**src/hw/rtl/fps_pkg.sv**
```systemverilog
// Shared types, constants and helpers for the frame pacing scheduler.
`default_nettype none
package fps_pkg;

    localparam int TIME_W   = 63;
    localparam int PERIOD_W = 32;
    localparam int COUNT_W  = 48;
    localparam int EPOCH_W  = 16;
    localparam int ACCUM_W  = 33;
    localparam int LATE_W   = 8;
    localparam int CFG_IDX_W  = 1;
    localparam int CFG_DATA_W = 32;

    // The multiplier takes a 16-bit digit of its 48-bit operand per step.
    localparam int MUL_DIGIT_W = 16;
    localparam int MUL_STEPS   = COUNT_W / MUL_DIGIT_W;
    localparam int MUL_ACC_W   = PERIOD_W + COUNT_W;
    localparam int MUL_CNT_W   = $clog2(MUL_STEPS);

    // The divider produces one quotient bit per step.
    localparam int DIV_STEPS = PERIOD_W;
    localparam int DIV_CNT_W = $clog2(DIV_STEPS);

    localparam logic [TIME_W-1:0]   T63_MAX   = {TIME_W{1'b1}};
    localparam logic [PERIOD_W-1:0] SKIP_MAX  = {PERIOD_W{1'b1}};

    localparam logic [LATE_W-1:0]     LATENESS_RESET = 8'd1;
    localparam logic [CFG_DATA_W-1:0] OVERLOAD_RESET = 32'd705600000;

    // Configuration register indexes.
    localparam logic [CFG_IDX_W-1:0] CFG_LATENESS = 1'b0;
    localparam logic [CFG_IDX_W-1:0] CFG_OVERLOAD = 1'b1;

    // Result status codes.
    localparam logic [1:0] STS_OK       = 2'd0;
    localparam logic [1:0] STS_BUSY     = 2'd1;
    localparam logic [1:0] STS_IDLE_FIN = 2'd2;
    localparam logic [1:0] STS_ZERO_PER = 2'd3;

    typedef struct packed {
        logic                go;
        logic [PERIOD_W-1:0] mcand;
        logic [COUNT_W-1:0]  mplier;
    } t_mul_req;

    typedef struct packed {
        logic              done;
        logic [TIME_W-1:0] product;
    } t_mul_rsp;

    typedef struct packed {
        logic                go;
        logic [TIME_W-1:0]   dividend;
        logic [PERIOD_W-1:0] divisor;
    } t_div_req;

    typedef struct packed {
        logic                done;
        logic [PERIOD_W-1:0] quotient;
    } t_div_rsp;

    // Time sum that saturates at the largest time value.
    function automatic logic [TIME_W-1:0] sat_add63(input logic [TIME_W-1:0] a,
                                                    input logic [TIME_W-1:0] b);
        logic [TIME_W:0] s;
        s = {1'b0, a} + {1'b0, b};
        return s[TIME_W] ? T63_MAX : s[TIME_W-1:0];
    endfunction

endpackage
`default_nettype wire

```
**src/hw/rtl/frame_pacing_scheduler.sv**
```systemverilog
// Frame pacing scheduler top level: sequencer, timeline state and result registers.
//
//   Channel   Signals                                   Direction
//   request   i_valid / o_ready, i_action..period       in
//   result    o_valid / i_ready, o_status..total        out
//   config    i_cfg_we, i_cfg_idx, i_cfg_data           in, write only
//
// One request at a time: o_ready is high only while the sequencer is idle.
// The long finish case is the 32-step divider that counts skipped frames, and
// every multiply is 3 steps of the shared 32x16 multiplier.
// Reset is synchronous and active low; it restores the register defaults.
// A result is held until i_ready takes it, and no new request is taken meanwhile.
`default_nettype none
module frame_pacing_scheduler (
    input  wire logic                              i_clk,
    input  wire logic                              i_rst_n,
    input  wire logic                              i_valid,
    output wire logic                              o_ready,
    input  wire logic                              i_action,
    input  wire logic [fps_pkg::TIME_W-1:0]        i_now,
    input  wire logic [fps_pkg::PERIOD_W-1:0]      i_frame_period,
    output wire logic                              o_valid,
    input  wire logic                              i_ready,
    output wire logic [1:0]                        o_status,
    output wire logic [fps_pkg::COUNT_W-1:0]       o_frame_number,
    output wire logic [fps_pkg::EPOCH_W-1:0]       o_epoch,
    output wire logic [fps_pkg::TIME_W-1:0]        o_pts,
    output wire logic [fps_pkg::TIME_W-1:0]        o_target_or_wake,
    output wire logic                              o_discontinuity,
    output wire logic [fps_pkg::TIME_W-1:0]        o_render_duration,
    output wire logic [fps_pkg::TIME_W-1:0]        o_start_lateness,
    output wire logic signed [fps_pkg::TIME_W:0]   o_deadline_margin,
    output wire logic                              o_sustained_overload,
    output wire logic [fps_pkg::PERIOD_W-1:0]      o_skipped_frames,
    output wire logic [fps_pkg::COUNT_W-1:0]       o_skipped_total,
    input  wire logic                              i_cfg_we,
    input  wire logic [fps_pkg::CFG_IDX_W-1:0]     i_cfg_idx,
    input  wire logic [fps_pkg::CFG_DATA_W-1:0]    i_cfg_data
);
    import fps_pkg::*;

    localparam logic [3:0] S_IDLE       = 4'd0;
    localparam logic [3:0] S_CHECK      = 4'd1;
    localparam logic [3:0] S_B_GO       = 4'd2;
    localparam logic [3:0] S_B_WAIT     = 4'd3;
    localparam logic [3:0] S_F_DL       = 4'd4;
    localparam logic [3:0] S_F_NT_WAIT  = 4'd5;
    localparam logic [3:0] S_F_PM_GO    = 4'd6;
    localparam logic [3:0] S_F_PM_WAIT  = 4'd7;
    localparam logic [3:0] S_F_LIM      = 4'd8;
    localparam logic [3:0] S_F_SAT      = 4'd9;
    localparam logic [3:0] S_F_DIV_WAIT = 4'd10;
    localparam logic [3:0] S_F_UPD      = 4'd11;
    localparam logic [3:0] S_F_WK_GO    = 4'd12;
    localparam logic [3:0] S_F_WK_WAIT  = 4'd13;
    localparam logic [3:0] S_OUT        = 4'd14;

    logic [3:0]            r_state;
    logic [3:0]            n_state;

    // Configuration.
    logic [LATE_W-1:0]     r_lateness;
    logic [CFG_DATA_W-1:0] r_limit;

    // Latched request.
    logic                  r_act;
    logic [TIME_W-1:0]     r_now;
    logic [PERIOD_W-1:0]   r_per;

    // Timeline state.
    logic                  r_frame_active;
    logic                  r_timeline_ready;
    logic [PERIOD_W-1:0]   r_period_store;
    logic [TIME_W-1:0]     r_anchor_time;
    logic [COUNT_W-1:0]    r_timeline_index;
    logic [ACCUM_W-1:0]    r_overload_accum;
    logic [COUNT_W-1:0]    r_next_number;
    logic [EPOCH_W-1:0]    r_epoch_count;
    logic [COUNT_W-1:0]    r_skip_total;
    logic [TIME_W-1:0]     r_start_time;
    logic [TIME_W-1:0]     r_target_time;
    logic [TIME_W-1:0]     r_tmp;

    // Result registers.
    logic [1:0]            r_o_status;
    logic [COUNT_W-1:0]    r_o_frame_number;
    logic [EPOCH_W-1:0]    r_o_epoch;
    logic [TIME_W-1:0]     r_o_pts;
    logic [TIME_W-1:0]     r_o_target_or_wake;
    logic                  r_o_discontinuity;
    logic [TIME_W-1:0]     r_o_render;
    logic [TIME_W-1:0]     r_o_lateness;
    logic [TIME_W:0]       r_o_margin;
    logic                  r_o_overload;
    logic [PERIOD_W-1:0]   r_o_skip;
    logic [COUNT_W-1:0]    r_o_skip_total;

    t_mul_req              w_mul_req;
    t_mul_rsp              w_mul_rsp;
    t_div_req              w_div_req;
    t_div_rsp              w_div_rsp;

    logic                  w_begin_err;
    logic                  w_reanchor;
    logic [ACCUM_W-1:0]    w_accum_sum;
    logic [ACCUM_W-1:0]    w_accum_new;
    logic [COUNT_W-1:0]    w_skip_ext;

    assign w_begin_err = r_frame_active ||
                         ((!r_timeline_ready || (r_per != r_period_store)) && (r_per == '0));
    assign w_reanchor  = !r_timeline_ready || (r_per != r_period_store);
    assign w_skip_ext  = COUNT_W'(r_o_skip);

    // The accumulator never exceeds a 32-bit limit, so the sum cannot overflow.
    assign w_accum_sum = r_overload_accum + ACCUM_W'(r_period_store);
    always_comb begin
        if (r_now > r_tmp) begin
            w_accum_new = (w_accum_sum > ACCUM_W'(r_limit)) ? ACCUM_W'(r_limit) : w_accum_sum;
        end else begin
            w_accum_new = '0;
        end
    end

    // Shared multiplier operands.
    always_comb begin
        w_mul_req.mcand = r_period_store;
        w_mul_req.go    = (r_state == S_B_GO) || (r_state == S_F_DL) ||
                          (r_state == S_F_PM_GO) || (r_state == S_F_WK_GO);
        unique case (r_state)
            S_F_DL:    w_mul_req.mplier = r_timeline_index + COUNT_W'(1);
            S_F_PM_GO: w_mul_req.mplier = COUNT_W'(r_lateness);
            default:   w_mul_req.mplier = r_timeline_index;
        endcase
    end

    assign w_div_req.go       = (r_state == S_F_SAT) &&
                                (PERIOD_W'(r_tmp[TIME_W-1:PERIOD_W]) < r_period_store);
    assign w_div_req.dividend = r_tmp;
    assign w_div_req.divisor  = r_period_store;

    fps_mul u_mul (
        .i_clk   (i_clk),
        .i_rst_n (i_rst_n),
        .i_req   (w_mul_req),
        .o_rsp   (w_mul_rsp)
    );

    fps_div u_div (
        .i_clk   (i_clk),
        .i_rst_n (i_rst_n),
        .i_req   (w_div_req),
        .o_rsp   (w_div_rsp)
    );

    // Sequencer.
    always_comb begin
        n_state = r_state;
        unique case (r_state)
            S_IDLE:       if (i_valid) n_state = S_CHECK;
            S_CHECK: begin
                if (!r_act) begin
                    n_state = w_begin_err ? S_OUT : S_B_GO;
                end else begin
                    n_state = r_frame_active ? S_F_DL : S_OUT;
                end
            end
            S_B_GO:       n_state = S_B_WAIT;
            S_B_WAIT:     if (w_mul_rsp.done) n_state = S_OUT;
            S_F_DL:       n_state = S_F_NT_WAIT;
            S_F_NT_WAIT:  if (w_mul_rsp.done) n_state = S_F_PM_GO;
            S_F_PM_GO:    n_state = S_F_PM_WAIT;
            S_F_PM_WAIT:  if (w_mul_rsp.done) n_state = S_F_LIM;
            S_F_LIM:      n_state = (r_now > r_tmp) ? S_F_SAT : S_F_UPD;
            S_F_SAT:      n_state = w_div_req.go ? S_F_DIV_WAIT : S_F_UPD;
            S_F_DIV_WAIT: if (w_div_rsp.done) n_state = S_F_UPD;
            S_F_UPD:      n_state = S_F_WK_GO;
            S_F_WK_GO:    n_state = S_F_WK_WAIT;
            S_F_WK_WAIT:  if (w_mul_rsp.done) n_state = S_OUT;
            S_OUT:        if (i_ready) n_state = S_IDLE;
            default:      n_state = S_IDLE;
        endcase
    end

    always_ff @(posedge i_clk) begin
        if (!i_rst_n) begin
            r_state          <= S_IDLE;
            r_lateness       <= LATENESS_RESET;
            r_limit          <= OVERLOAD_RESET;
            r_frame_active   <= 1'b0;
            r_timeline_ready <= 1'b0;
            r_period_store   <= '0;
            r_anchor_time    <= '0;
            r_timeline_index <= '0;
            r_overload_accum <= '0;
            r_next_number    <= '0;
            r_epoch_count    <= '0;
            r_skip_total     <= '0;
            r_start_time     <= '0;
            r_target_time    <= '0;
        end else begin
            r_state <= n_state;

            if (i_cfg_we) begin
                unique case (i_cfg_idx)
                    CFG_LATENESS: r_lateness <= i_cfg_data[LATE_W-1:0];
                    CFG_OVERLOAD: r_limit    <= i_cfg_data;
                    default:      r_limit    <= r_limit;
                endcase
            end

            unique case (r_state)
                S_IDLE: begin
                    if (i_valid) begin
                        r_act              <= i_action;
                        r_now              <= i_now;
                        r_per              <= i_frame_period;
                        r_o_status         <= STS_OK;
                        r_o_frame_number   <= '0;
                        r_o_epoch          <= '0;
                        r_o_pts            <= '0;
                        r_o_target_or_wake <= '0;
                        r_o_discontinuity  <= 1'b0;
                        r_o_render         <= '0;
                        r_o_lateness       <= '0;
                        r_o_margin         <= '0;
                        r_o_overload       <= 1'b0;
                        r_o_skip           <= '0;
                        r_o_skip_total     <= '0;
                    end
                end
                S_CHECK: begin
                    if (!r_act) begin
                        if (r_frame_active) begin
                            r_o_status <= STS_BUSY;
                        end else if (w_reanchor) begin
                            if (r_per == '0) begin
                                r_o_status <= STS_ZERO_PER;
                            end else begin
                                r_period_store    <= r_per;
                                r_anchor_time     <= r_now;
                                r_timeline_index  <= '0;
                                r_overload_accum  <= '0;
                                r_timeline_ready  <= 1'b1;
                                r_epoch_count     <= r_epoch_count + 1'b1;
                                r_o_discontinuity <= 1'b1;
                            end
                        end
                    end else if (!r_frame_active) begin
                        r_o_status <= STS_IDLE_FIN;
                    end else begin
                        // r_tmp holds the deadline for the next step.
                        r_tmp        <= sat_add63(r_target_time, TIME_W'(r_period_store));
                        r_o_render   <= (r_now > r_start_time) ? r_now - r_start_time : '0;
                        r_o_lateness <= (r_start_time > r_target_time) ?
                                        r_start_time - r_target_time : '0;
                    end
                end
                S_B_WAIT: begin
                    if (w_mul_rsp.done) begin
                        r_target_time      <= sat_add63(r_anchor_time, w_mul_rsp.product);
                        r_o_target_or_wake <= sat_add63(r_anchor_time, w_mul_rsp.product);
                        r_o_pts            <= w_mul_rsp.product;
                        r_start_time       <= r_now;
                        r_frame_active     <= 1'b1;
                        r_o_frame_number   <= r_next_number;
                        r_o_epoch          <= r_epoch_count;
                    end
                end
                S_F_DL: begin
                    r_o_margin       <= {1'b0, r_tmp} - {1'b0, r_now};
                    r_overload_accum <= w_accum_new;
                    r_o_overload     <= (w_accum_new >= ACCUM_W'(r_limit));
                end
                S_F_NT_WAIT: begin
                    if (w_mul_rsp.done) r_tmp <= sat_add63(r_anchor_time, w_mul_rsp.product);
                end
                S_F_PM_WAIT: begin
                    if (w_mul_rsp.done) r_tmp <= sat_add63(r_tmp, w_mul_rsp.product);
                end
                S_F_LIM: begin
                    // Past the lateness limit: keep the excess minus one for the divide.
                    if (r_now > r_tmp) r_tmp <= r_now - r_tmp - TIME_W'(1);
                end
                S_F_SAT: begin
                    if (!w_div_req.go) r_o_skip <= SKIP_MAX;
                end
                S_F_DIV_WAIT: begin
                    if (w_div_rsp.done) begin
                        r_o_skip <= (w_div_rsp.quotient == SKIP_MAX) ?
                                    SKIP_MAX : w_div_rsp.quotient + 1'b1;
                    end
                end
                S_F_UPD: begin
                    r_skip_total     <= r_skip_total + w_skip_ext;
                    r_o_skip_total   <= r_skip_total + w_skip_ext;
                    r_timeline_index <= r_timeline_index + COUNT_W'(1) + w_skip_ext;
                    r_next_number    <= r_next_number + COUNT_W'(1) + w_skip_ext;
                    r_o_frame_number <= r_next_number;
                    r_o_epoch        <= r_epoch_count;
                    r_frame_active   <= 1'b0;
                end
                S_F_WK_WAIT: begin
                    if (w_mul_rsp.done) begin
                        r_o_target_or_wake <= sat_add63(r_anchor_time, w_mul_rsp.product);
                    end
                end
                default: begin
                end
            endcase
        end
    end

    assign o_ready              = (r_state == S_IDLE);
    assign o_valid              = (r_state == S_OUT);
    assign o_status             = r_o_status;
    assign o_frame_number       = r_o_frame_number;
    assign o_epoch              = r_o_epoch;
    assign o_pts                = r_o_pts;
    assign o_target_or_wake     = r_o_target_or_wake;
    assign o_discontinuity      = r_o_discontinuity;
    assign o_render_duration    = r_o_render;
    assign o_start_lateness     = r_o_lateness;
    assign o_deadline_margin    = r_o_margin;
    assign o_sustained_overload = r_o_overload;
    assign o_skipped_frames     = r_o_skip;
    assign o_skipped_total      = r_o_skip_total;

    // An open frame always has a valid period behind it.
    a_active_period: assert property (@(posedge i_clk) disable iff (!i_rst_n)
        r_frame_active |-> (r_period_store != '0))
        else $error("frame active with zero stored period");

    // The accumulator saturates at a 32-bit limit, so its top bit stays clear.
    a_accum_bound: assert property (@(posedge i_clk) disable iff (!i_rst_n)
        r_frame_active |-> !r_overload_accum[ACCUM_W-1])
        else $error("overload accumulator exceeded 32 bits");

    a_mul_done_wait: assert property (@(posedge i_clk) disable iff (!i_rst_n)
        w_mul_rsp.done |-> (r_state == S_B_WAIT || r_state == S_F_NT_WAIT ||
                            r_state == S_F_PM_WAIT || r_state == S_F_WK_WAIT))
        else $error("multiplier finished outside a wait state");

    a_div_done_wait: assert property (@(posedge i_clk) disable iff (!i_rst_n)
        w_div_rsp.done |-> (r_state == S_F_DIV_WAIT))
        else $error("divider finished outside its wait state");

    // A request that ends in an error leaves the timeline untouched.
    a_error_no_change: assert property (@(posedge i_clk) disable iff (!i_rst_n)
        (r_state == S_CHECK && n_state == S_OUT) |=>
            ($stable(r_frame_active) && $stable(r_timeline_index) &&
             $stable(r_epoch_count)))
        else $error("error result changed timeline state");

endmodule
`default_nettype wire

```
**src/hw/rtl/fps_mul.sv**
```systemverilog
// Iterative saturating multiplier: 32-bit period times 48-bit count, 16 bits a step.
`default_nettype none
module fps_mul (
    input  wire logic             i_clk,
    input  wire logic             i_rst_n,
    input  fps_pkg::t_mul_req     i_req,
    output fps_pkg::t_mul_rsp     o_rsp
);
    import fps_pkg::*;

    logic [PERIOD_W-1:0]              r_a;
    logic [COUNT_W-1:0]               r_b;
    logic [MUL_ACC_W-1:0]             r_acc;
    logic [MUL_CNT_W-1:0]             r_cnt;
    logic                             r_busy;
    logic                             r_done;
    logic [PERIOD_W+MUL_DIGIT_W-1:0]  w_pp;

    assign w_pp = (PERIOD_W+MUL_DIGIT_W)'(r_a) *
                  (PERIOD_W+MUL_DIGIT_W)'(r_b[COUNT_W-1 -: MUL_DIGIT_W]);

    always_ff @(posedge i_clk) begin
        if (!i_rst_n) begin
            r_busy <= 1'b0;
            r_done <= 1'b0;
            r_cnt  <= '0;
        end else begin
            r_done <= 1'b0;
            if (i_req.go) begin
                r_a    <= i_req.mcand;
                r_b    <= i_req.mplier;
                r_acc  <= '0;
                r_cnt  <= '0;
                r_busy <= 1'b1;
            end else if (r_busy) begin
                // Most significant digit first: shift the partial sum, add the new product.
                r_acc <= {r_acc[MUL_ACC_W-MUL_DIGIT_W-1:0], {MUL_DIGIT_W{1'b0}}} +
                         MUL_ACC_W'(w_pp);
                r_b   <= {r_b[COUNT_W-MUL_DIGIT_W-1:0], {MUL_DIGIT_W{1'b0}}};
                r_cnt <= r_cnt + 1'b1;
                if (r_cnt == MUL_CNT_W'(MUL_STEPS - 1)) begin
                    r_busy <= 1'b0;
                    r_done <= 1'b1;
                end
            end
        end
    end

    assign o_rsp.done    = r_done;
    assign o_rsp.product = (|r_acc[MUL_ACC_W-1:TIME_W]) ? T63_MAX : r_acc[TIME_W-1:0];

endmodule
`default_nettype wire

```
**src/hw/rtl/fps_div.sv**
```systemverilog
// Restoring divider, one quotient bit a step, for a quotient known to fit 32 bits.
`default_nettype none
module fps_div (
    input  wire logic             i_clk,
    input  wire logic             i_rst_n,
    input  fps_pkg::t_div_req     i_req,
    output fps_pkg::t_div_rsp     o_rsp
);
    import fps_pkg::*;

    logic [PERIOD_W-1:0]  r_d;
    logic [PERIOD_W-1:0]  r_x;
    logic [PERIOD_W-1:0]  r_rem;
    logic [PERIOD_W-1:0]  r_q;
    logic [DIV_CNT_W-1:0] r_cnt;
    logic                 r_busy;
    logic                 r_done;
    logic [PERIOD_W:0]    w_trial;
    logic [PERIOD_W:0]    w_diff;
    logic                 w_ge;

    assign w_trial = {r_rem, r_x[PERIOD_W-1]};
    assign w_diff  = w_trial - {1'b0, r_d};
    assign w_ge    = (w_trial >= {1'b0, r_d});

    always_ff @(posedge i_clk) begin
        if (!i_rst_n) begin
            r_busy <= 1'b0;
            r_done <= 1'b0;
            r_cnt  <= '0;
        end else begin
            r_done <= 1'b0;
            if (i_req.go) begin
                // The caller guarantees the upper dividend bits are below the divisor.
                r_rem  <= {1'b0, i_req.dividend[TIME_W-1:PERIOD_W]};
                r_x    <= i_req.dividend[PERIOD_W-1:0];
                r_d    <= i_req.divisor;
                r_q    <= '0;
                r_cnt  <= '0;
                r_busy <= 1'b1;
            end else if (r_busy) begin
                r_rem <= w_ge ? w_diff[PERIOD_W-1:0] : w_trial[PERIOD_W-1:0];
                r_q   <= {r_q[PERIOD_W-2:0], w_ge};
                r_x   <= {r_x[PERIOD_W-2:0], 1'b0};
                r_cnt <= r_cnt + 1'b1;
                if (r_cnt == DIV_CNT_W'(DIV_STEPS - 1)) begin
                    r_busy <= 1'b0;
                    r_done <= 1'b1;
                end
            end
        end
    end

    assign o_rsp.done     = r_done;
    assign o_rsp.quotient = r_q;

endmodule
`default_nettype wire
```
**config.mk**
```make
export PLATFORM = sky130hd
export DESIGN_NAME = frame_pacing_scheduler
export DESIGN_NICKNAME = d
export VERILOG_FILES = /design/src/hw/rtl/fps_pkg.sv /design/src/hw/rtl/frame_pacing_scheduler.sv /design/src/hw/rtl/fps_mul.sv /design/src/hw/rtl/fps_div.sv
export SDC_FILE = /design/constraint.sdc
export NUM_CORES = 2
export LEC_CHECK = 0
export BUFFER_PORTS_ARGS = -buffer_cell sky130_fd_sc_hd__buf_2
export CORE_MARGIN = 4
export CORE_UTILIZATION = 40
export CTS_CLUSTER_DIAMETER = 40
export DETAILED_ROUTE_END_ITERATION = 7
export SLEW_MARGIN = 20
export SYNTH_ARGS = -nofsm -noshare
export SYNTH_HDL_FRONTEND = slang
export SYNTH_SLANG_ARGS = --single-unit
export TNS_END_PERCENT = 100
```
**constraint.sdc**
```tcl
create_clock -name i_clk -period 21.7 [get_ports i_clk]
set_input_delay 2.17 -clock i_clk [delete_from_list [all_inputs] [get_ports i_clk]]
set_output_delay 2.17 -clock i_clk [all_outputs]
set_load 0.05 [all_outputs]
```
==> impl_results.html <==
<table>
<tr><th>Metric</th><th>Value</th></tr>
<tr><th colspan="2">Run status</th></tr>
<tr><td>Outcome</td><td>finished, final reports clean</td></tr>
<tr><th colspan="2">Routing</th></tr>
<tr><td>DRC</td><td>0</td></tr>
<tr><td>DR pass1 iterations</td><td>6</td></tr>
<tr><td>Routed WL per cell</td><td>between 20 and 25 µm</td></tr>
<tr><td>Number of antenna-violating nets in the routed design</td><td>0</td></tr>
<tr><td>Drt first-iter violations</td><td>8956</td></tr>
<tr><td>Total via count after detailed routing</td><td>~91000</td></tr>
<tr><td>Total wirelength of the detailed-routed design</td><td>around 390 mm</td></tr>
<tr><td>Average vias per placed instance</td><td>5.642</td></tr>
<tr><th colspan="2">Min path</th></tr>
<tr><td>Type of the most critical hold path</td><td>flop to flop</td></tr>
<tr><th colspan="2">Clock tree</th></tr>
<tr><td># H-tree levels</td><td>5</td></tr>
<tr><td>CTS buffer count</td><td>283</td></tr>
<tr><td>Resize count post-CTS</td><td>0</td></tr>
<tr><td>TritonCTS Sinks</td><td>1382</td></tr>
<tr><td>Buffer cell driving the clock tree root</td><td>sky130_fd_sc_hd__clkbuf_16</td></tr>
<tr><td>Bufs on Longest Clock Path</td><td>4</td></tr>
<tr><td>Clock transition time at the flip-flop clock pins of the worst setup and hold paths</td><td>0.05 ns</td></tr>
<tr><td>Count of buffers added by post-CTS timing repair for setup</td><td>0</td></tr>
<tr><td>Clk Latency, worst-skew pair</td><td>a little under 1 ns</td></tr>
<tr><td>Hold_buf cts</td><td>0</td></tr>
<tr><td>Clock tree from TritonCTS</td><td>done</td></tr>
<tr><th colspan="2">Placed design</th></tr>
<tr><td>Placed instance count</td><td>15600</td></tr>
<tr><td>Detailed placement HPWL</td><td>296.4 mm</td></tr>
<tr><td>Number of I/O port buffers</td><td>~600</td></tr>
<tr><td>Placed Instance Area</td><td>112300 µm²</td></tr>
<tr><td>Gpl congestion</td><td>0.9694</td></tr>
<tr><th colspan="2">Setup path</th></tr>
<tr><td>CP required</td><td>22.35 ns</td></tr>
<tr><td>Endpoint kind of the worst setup timing path</td><td>flop</td></tr>
<tr><td>Endpoint of the worst setup timing path</td><td>o_sustained_overload</td></tr>
<tr><td>Slowest CP cell</td><td>sky130_fd_sc_hd__dfxtp_1</td></tr>
<tr><td>Path type of the worst setup path</td><td>flop to flop</td></tr>
<tr><td>Critical path startpoint category</td><td>flop</td></tr>
<tr><td>Crit path from</td><td>r_period_store[4]</td></tr>
<tr><td>Crit-path max FO</td><td>17</td></tr>
<tr><td>Critical Path Max Stage Delay</td><td>0.86 ns</td></tr>
<tr><td>Worst endpoint data arrival time</td><td>9.18 ns</td></tr>
<tr><td>Reg-to-reg endpoint</td><td>o_sustained_overload</td></tr>
<tr><td>Reg2Reg Setup Slack</td><td>13.16 ns</td></tr>
<tr><td>Cell depth of the worst flop-to-flop path</td><td>29</td></tr>
<tr><td>Most numerous cell on the critical path</td><td>sky130_fd_sc_hd__a21oi_1</td></tr>
<tr><td>Worst r2r src</td><td>r_period_store[4]</td></tr>
<tr><th colspan="2">STA</th></tr>
<tr><td>Max-slew violation count</td><td>0</td></tr>
<tr><td>Slew margin rel.</td><td>0.1979</td></tr>
<tr><td>Final critical-path required period</td><td>8.536 ns</td></tr>
<tr><td>Highest achievable clock rate</td><td>around 120 MHz</td></tr>
<tr><td>Final Hold Vio Count</td><td>0</td></tr>
<tr><td>Unrepaired setup endpoints after global routing</td><td>no</td></tr>
<tr><td>Post-Route Setup TNS</td><td>0 ns</td></tr>
<tr><td>Setup-violating endpoint count in the final report</td><td>0</td></tr>
<tr><td>Transition time at the pin with the least slew margin</td><td>1.192 ns</td></tr>
<tr><td>Crit share post-route</td><td>0.3934</td></tr>
<tr><td>Setup skew after layout</td><td>0.1047 ns</td></tr>
<tr><th colspan="2">Global routing</th></tr>
<tr><td>Maximum number of pins on one net before global-route repair</td><td>163</td></tr>
<tr><td>Overflow after GRT</td><td>0</td></tr>
<tr><td>Antenna violations before repair</td><td>26</td></tr>
<tr><td>Total Routing Usage GR</td><td>0.2744</td></tr>
<tr><td>Number of global-route vias before repair</td><td>85970</td></tr>
<tr><td>Wire length of the first global-routing pass</td><td>564.7 mm</td></tr>
<tr><th colspan="2">Yosys</th></tr>
<tr><td>EDFF count, synth</td><td>911</td></tr>
<tr><td>Primary flip-flop cell chosen by synthesis mapping</td><td>sky130_fd_sc_hd__edfxtp_1</td></tr>
<tr><td>Async set-or-reset flop fraction in the synthesized netlist</td><td>0</td></tr>
<tr><td>Cells after synthesis</td><td>~12000</td></tr>
<tr><td>Post-synthesis sequential area ratio</td><td>0.3473</td></tr>
<tr><td>Synth top cells by count</td><td>1466 x sky130_fd_sc_hd__nand2_1, 1079 x sky130_fd_sc_hd__a21oi_1, 1029 x sky130_fd_sc_hd__nor2_1, 1025 x sky130_fd_sc_hd__inv_1, 911 x sky130_fd_sc_hd__edfxtp_1</td></tr>
<tr><td>Syn_nets</td><td>13330</td></tr>
<tr><td>Post-synthesis mux area share</td><td>0.003709</td></tr>
<tr><td>Synth Area in Compound Gates</td><td>0.1746</td></tr>
<tr><td>Post-synthesis cell type with the largest combined area</td><td>sky130_fd_sc_hd__edfxtp_1</td></tr>
<tr><td>Post-Synthesis Cell Area</td><td>105900 µm²</td></tr>
<tr><td>Count leader, synth</td><td>sky130_fd_sc_hd__nand2_1</td></tr>
<tr><td>Number of flip-flops and latches in the synthesized netlist</td><td>about 1400</td></tr>
<tr><td>Total of warnings raised by yosys</td><td>0</td></tr>
<tr><td>Synth Area in Simple Gates</td><td>0.1724</td></tr>
<tr><td>Synthesized area per cell</td><td>a little under 9 µm²</td></tr>
<tr><td>Top-area cell type share of the netlist area</td><td>0.2583</td></tr>
<tr><td>Yosys cell types</td><td>121</td></tr>
<tr><td>Combinational family with the most area after synthesis</td><td>adder cells</td></tr>
<tr><td>Synth top area cells</td><td>sky130_fd_sc_hd__edfxtp_1 26%, sky130_fd_sc_hd__ha_1 9.5%, sky130_fd_sc_hd__dfxtp_1 8.9%, sky130_fd_sc_hd__fa_1 8.7%, sky130_fd_sc_hd__nand2_1 5.2%</td></tr>
<tr><td>Adder-cell area share of the yosys netlist</td><td>0.1822</td></tr>
<tr><td>Xor-xnor portion of the synthesized cell area</td><td>0.06119</td></tr>
<tr><th colspan="2">Finish</th></tr>
<tr><td>Area delta synth-&gt;final</td><td>15.04%</td></tr>
<tr><td>Fin area</td><td>121900 µm²</td></tr>
<tr><td>Final non-filler cell total</td><td>roughly 16000</td></tr>
<tr><td>Util after Layout</td><td>0.4634</td></tr>
<tr><td>Number of nets in the layout</td><td>13770</td></tr>
<tr><td>Share of final-layout standard cells stronger than drive strength 1</td><td>0.1102</td></tr>
<tr><th colspan="2">Die</th></tr>
<tr><td>Die span in x</td><td>522.6 µm</td></tr>
<tr><td>Starting density of the core</td><td>0.4028</td></tr>
<tr><td>Area of the die</td><td>273100 µm²</td></tr>
<tr><td>Std-Cell Core Area</td><td>263000 µm²</td></tr>
<tr><td>Height of the die</td><td>522.6 µm</td></tr>
<tr><td>Io pins</td><td>600</td></tr>
<tr><td>Number of placement rows</td><td>188</td></tr>
<tr><th colspan="2">Run</th></tr>
<tr><td>Total of max-cap violations</td><td>0</td></tr>
</table>
-- logic make-up after synthesis --
kind of cell / count (synthesis)
muxes: 39
AOI/OAI and AO/OA: 2935
adders and majority gates: 1266
and+or+nand+nor: 3953
xor gates and xnor gates: 740
DFF: 1382
buffers and inverters: 1614
-- how the worst min path moves through the flow --
stage / start / to / slack (ns) / cells after the start
2_1_floorplan: r_overload_accum[0] / r_overload_accum[0] / 0.43 / 2
3_3_place_gp: r_limit[7] / r_limit[7] / 0.45 / 2
3_5_place_dp: r_overload_accum[9] / r_overload_accum[9] / 0.45 / 2
4_1_cts: r_limit[24] / r_limit[24] / 0.46 / 2
5_1_grt: r_skip_total[28] / r_skip_total[28] / 0.48 / 2
6_report: r_limit[24] / r_limit[24] / 0.46 / 2
-- placed cells by master, fill, tap and decap left out, types with 32 or more instances in the layout --
master and instances:
sky130_fd_sc_hd__nand2_1 1457, sky130_fd_sc_hd__a21oi_1 1070, sky130_fd_sc_hd__inv_1 1025, sky130_fd_sc_hd__nor2_1 1025, sky130_fd_sc_hd__edfxtp_1 911, sky130_fd_sc_hd__ha_1 804
sky130_fd_sc_hd__buf_2 599, sky130_fd_sc_hd__o21ai_0 533, sky130_fd_sc_hd__dfxtp_1 471, sky130_fd_sc_hd__fa_1 461, sky130_fd_sc_hd__a21o_1 426, sky130_fd_sc_hd__xnor2_1 408
sky130_fd_sc_hd__xor2_1 332, sky130_fd_sc_hd__and2_1 329, sky130_fd_sc_hd__clkbuf_16 289, sky130_fd_sc_hd__nand3_1 249, sky130_fd_sc_hd__nor3_1 163, sky130_fd_sc_hd__nand4_1 156
sky130_fd_sc_hd__buf_4 139, sky130_fd_sc_hd__nand2b_1 112, sky130_fd_sc_hd__a211oi_1 111, sky130_fd_sc_hd__o21bai_1 108, sky130_fd_sc_hd__nor2b_1 91, sky130_fd_sc_hd__a31oi_1 89
sky130_fd_sc_hd__o21a_1 89, sky130_fd_sc_hd__and3_1 85, sky130_fd_sc_hd__o211ai_1 61, sky130_fd_sc_hd__nor4_1 58, sky130_fd_sc_hd__inv_6 53, sky130_fd_sc_hd__or3_1 48
sky130_fd_sc_hd__mux2i_1 37, sky130_fd_sc_hd__o31ai_1 33, sky130_fd_sc_hd__clkinv_4 33, sky130_fd_sc_hd__a221oi_1 32
-- stage by stage --
step | setup slack (ns) | hold WS [ns]
2_1_floorplan | 12.21 | 0.4291
4_1_cts | 13.22 | 0.4585
5_1_grt | 12.58 | 0.4786
3_3_place_gp | 13.33 | 0.4451
6_report | 13.16 | 0.4556
3_5_place_dp | 13.22 | 0.4498
-- registers in the layout, indices dropped and copies added (netlist names), 63 cells and up --
signal	cells
o_pts	63
o_start_lateness	63
o_deadline_margin	64
u_mul.r_acc	80
o_target_or_wake	63
r_start_time	63
r_now	63
r_anchor_time	63
r_tmp	63
r_target_time	63
o_render_duration	63
-- worst max-delay path: cells and delay by family, from the launching register on --
| kind | cells | cell delay [ns] |
|---|---|---|
| compound gates | 18 | 4.21 |
| simple gates | 5 | 1.39 |
| fa+ha+maj | 3 | 0.98 |
| flops | 1 | 0.86 |
| buf+inv | 1 | 0.45 |
| mux | 1 | 0.27 |
| xor+xnor | 1 | 0.12 |
-- final cells by class --
type | count | area (µm²)
Multi-Input combinational cell | 8933 | 63210
Fill cell | 25810 | 141100
Tap cell | 3515 | 4398
Clock buffer | 314 | 7450
Antenna cell | 9 | 22.52
Clock inverter | 184 | 2052
Timing Repair Buffer | 740 | 4081
Sequential cell | 1382 | 36790
Inverter | 1027 | 3862
-- routing by layer --
layer,global-route usage,vias to the layer above,part of all wire
met3,0.05398,702,0.080
li1,-,42440,-
met2,0.4256,3622,0.44
met1,0.3742,44090,0.43
met5,0,-,0.00028
met4,0.1140,14,0.047
Power is not shown: default switching activity piles up to over one toggle a cycle in this logic, so the estimate is an artifact.
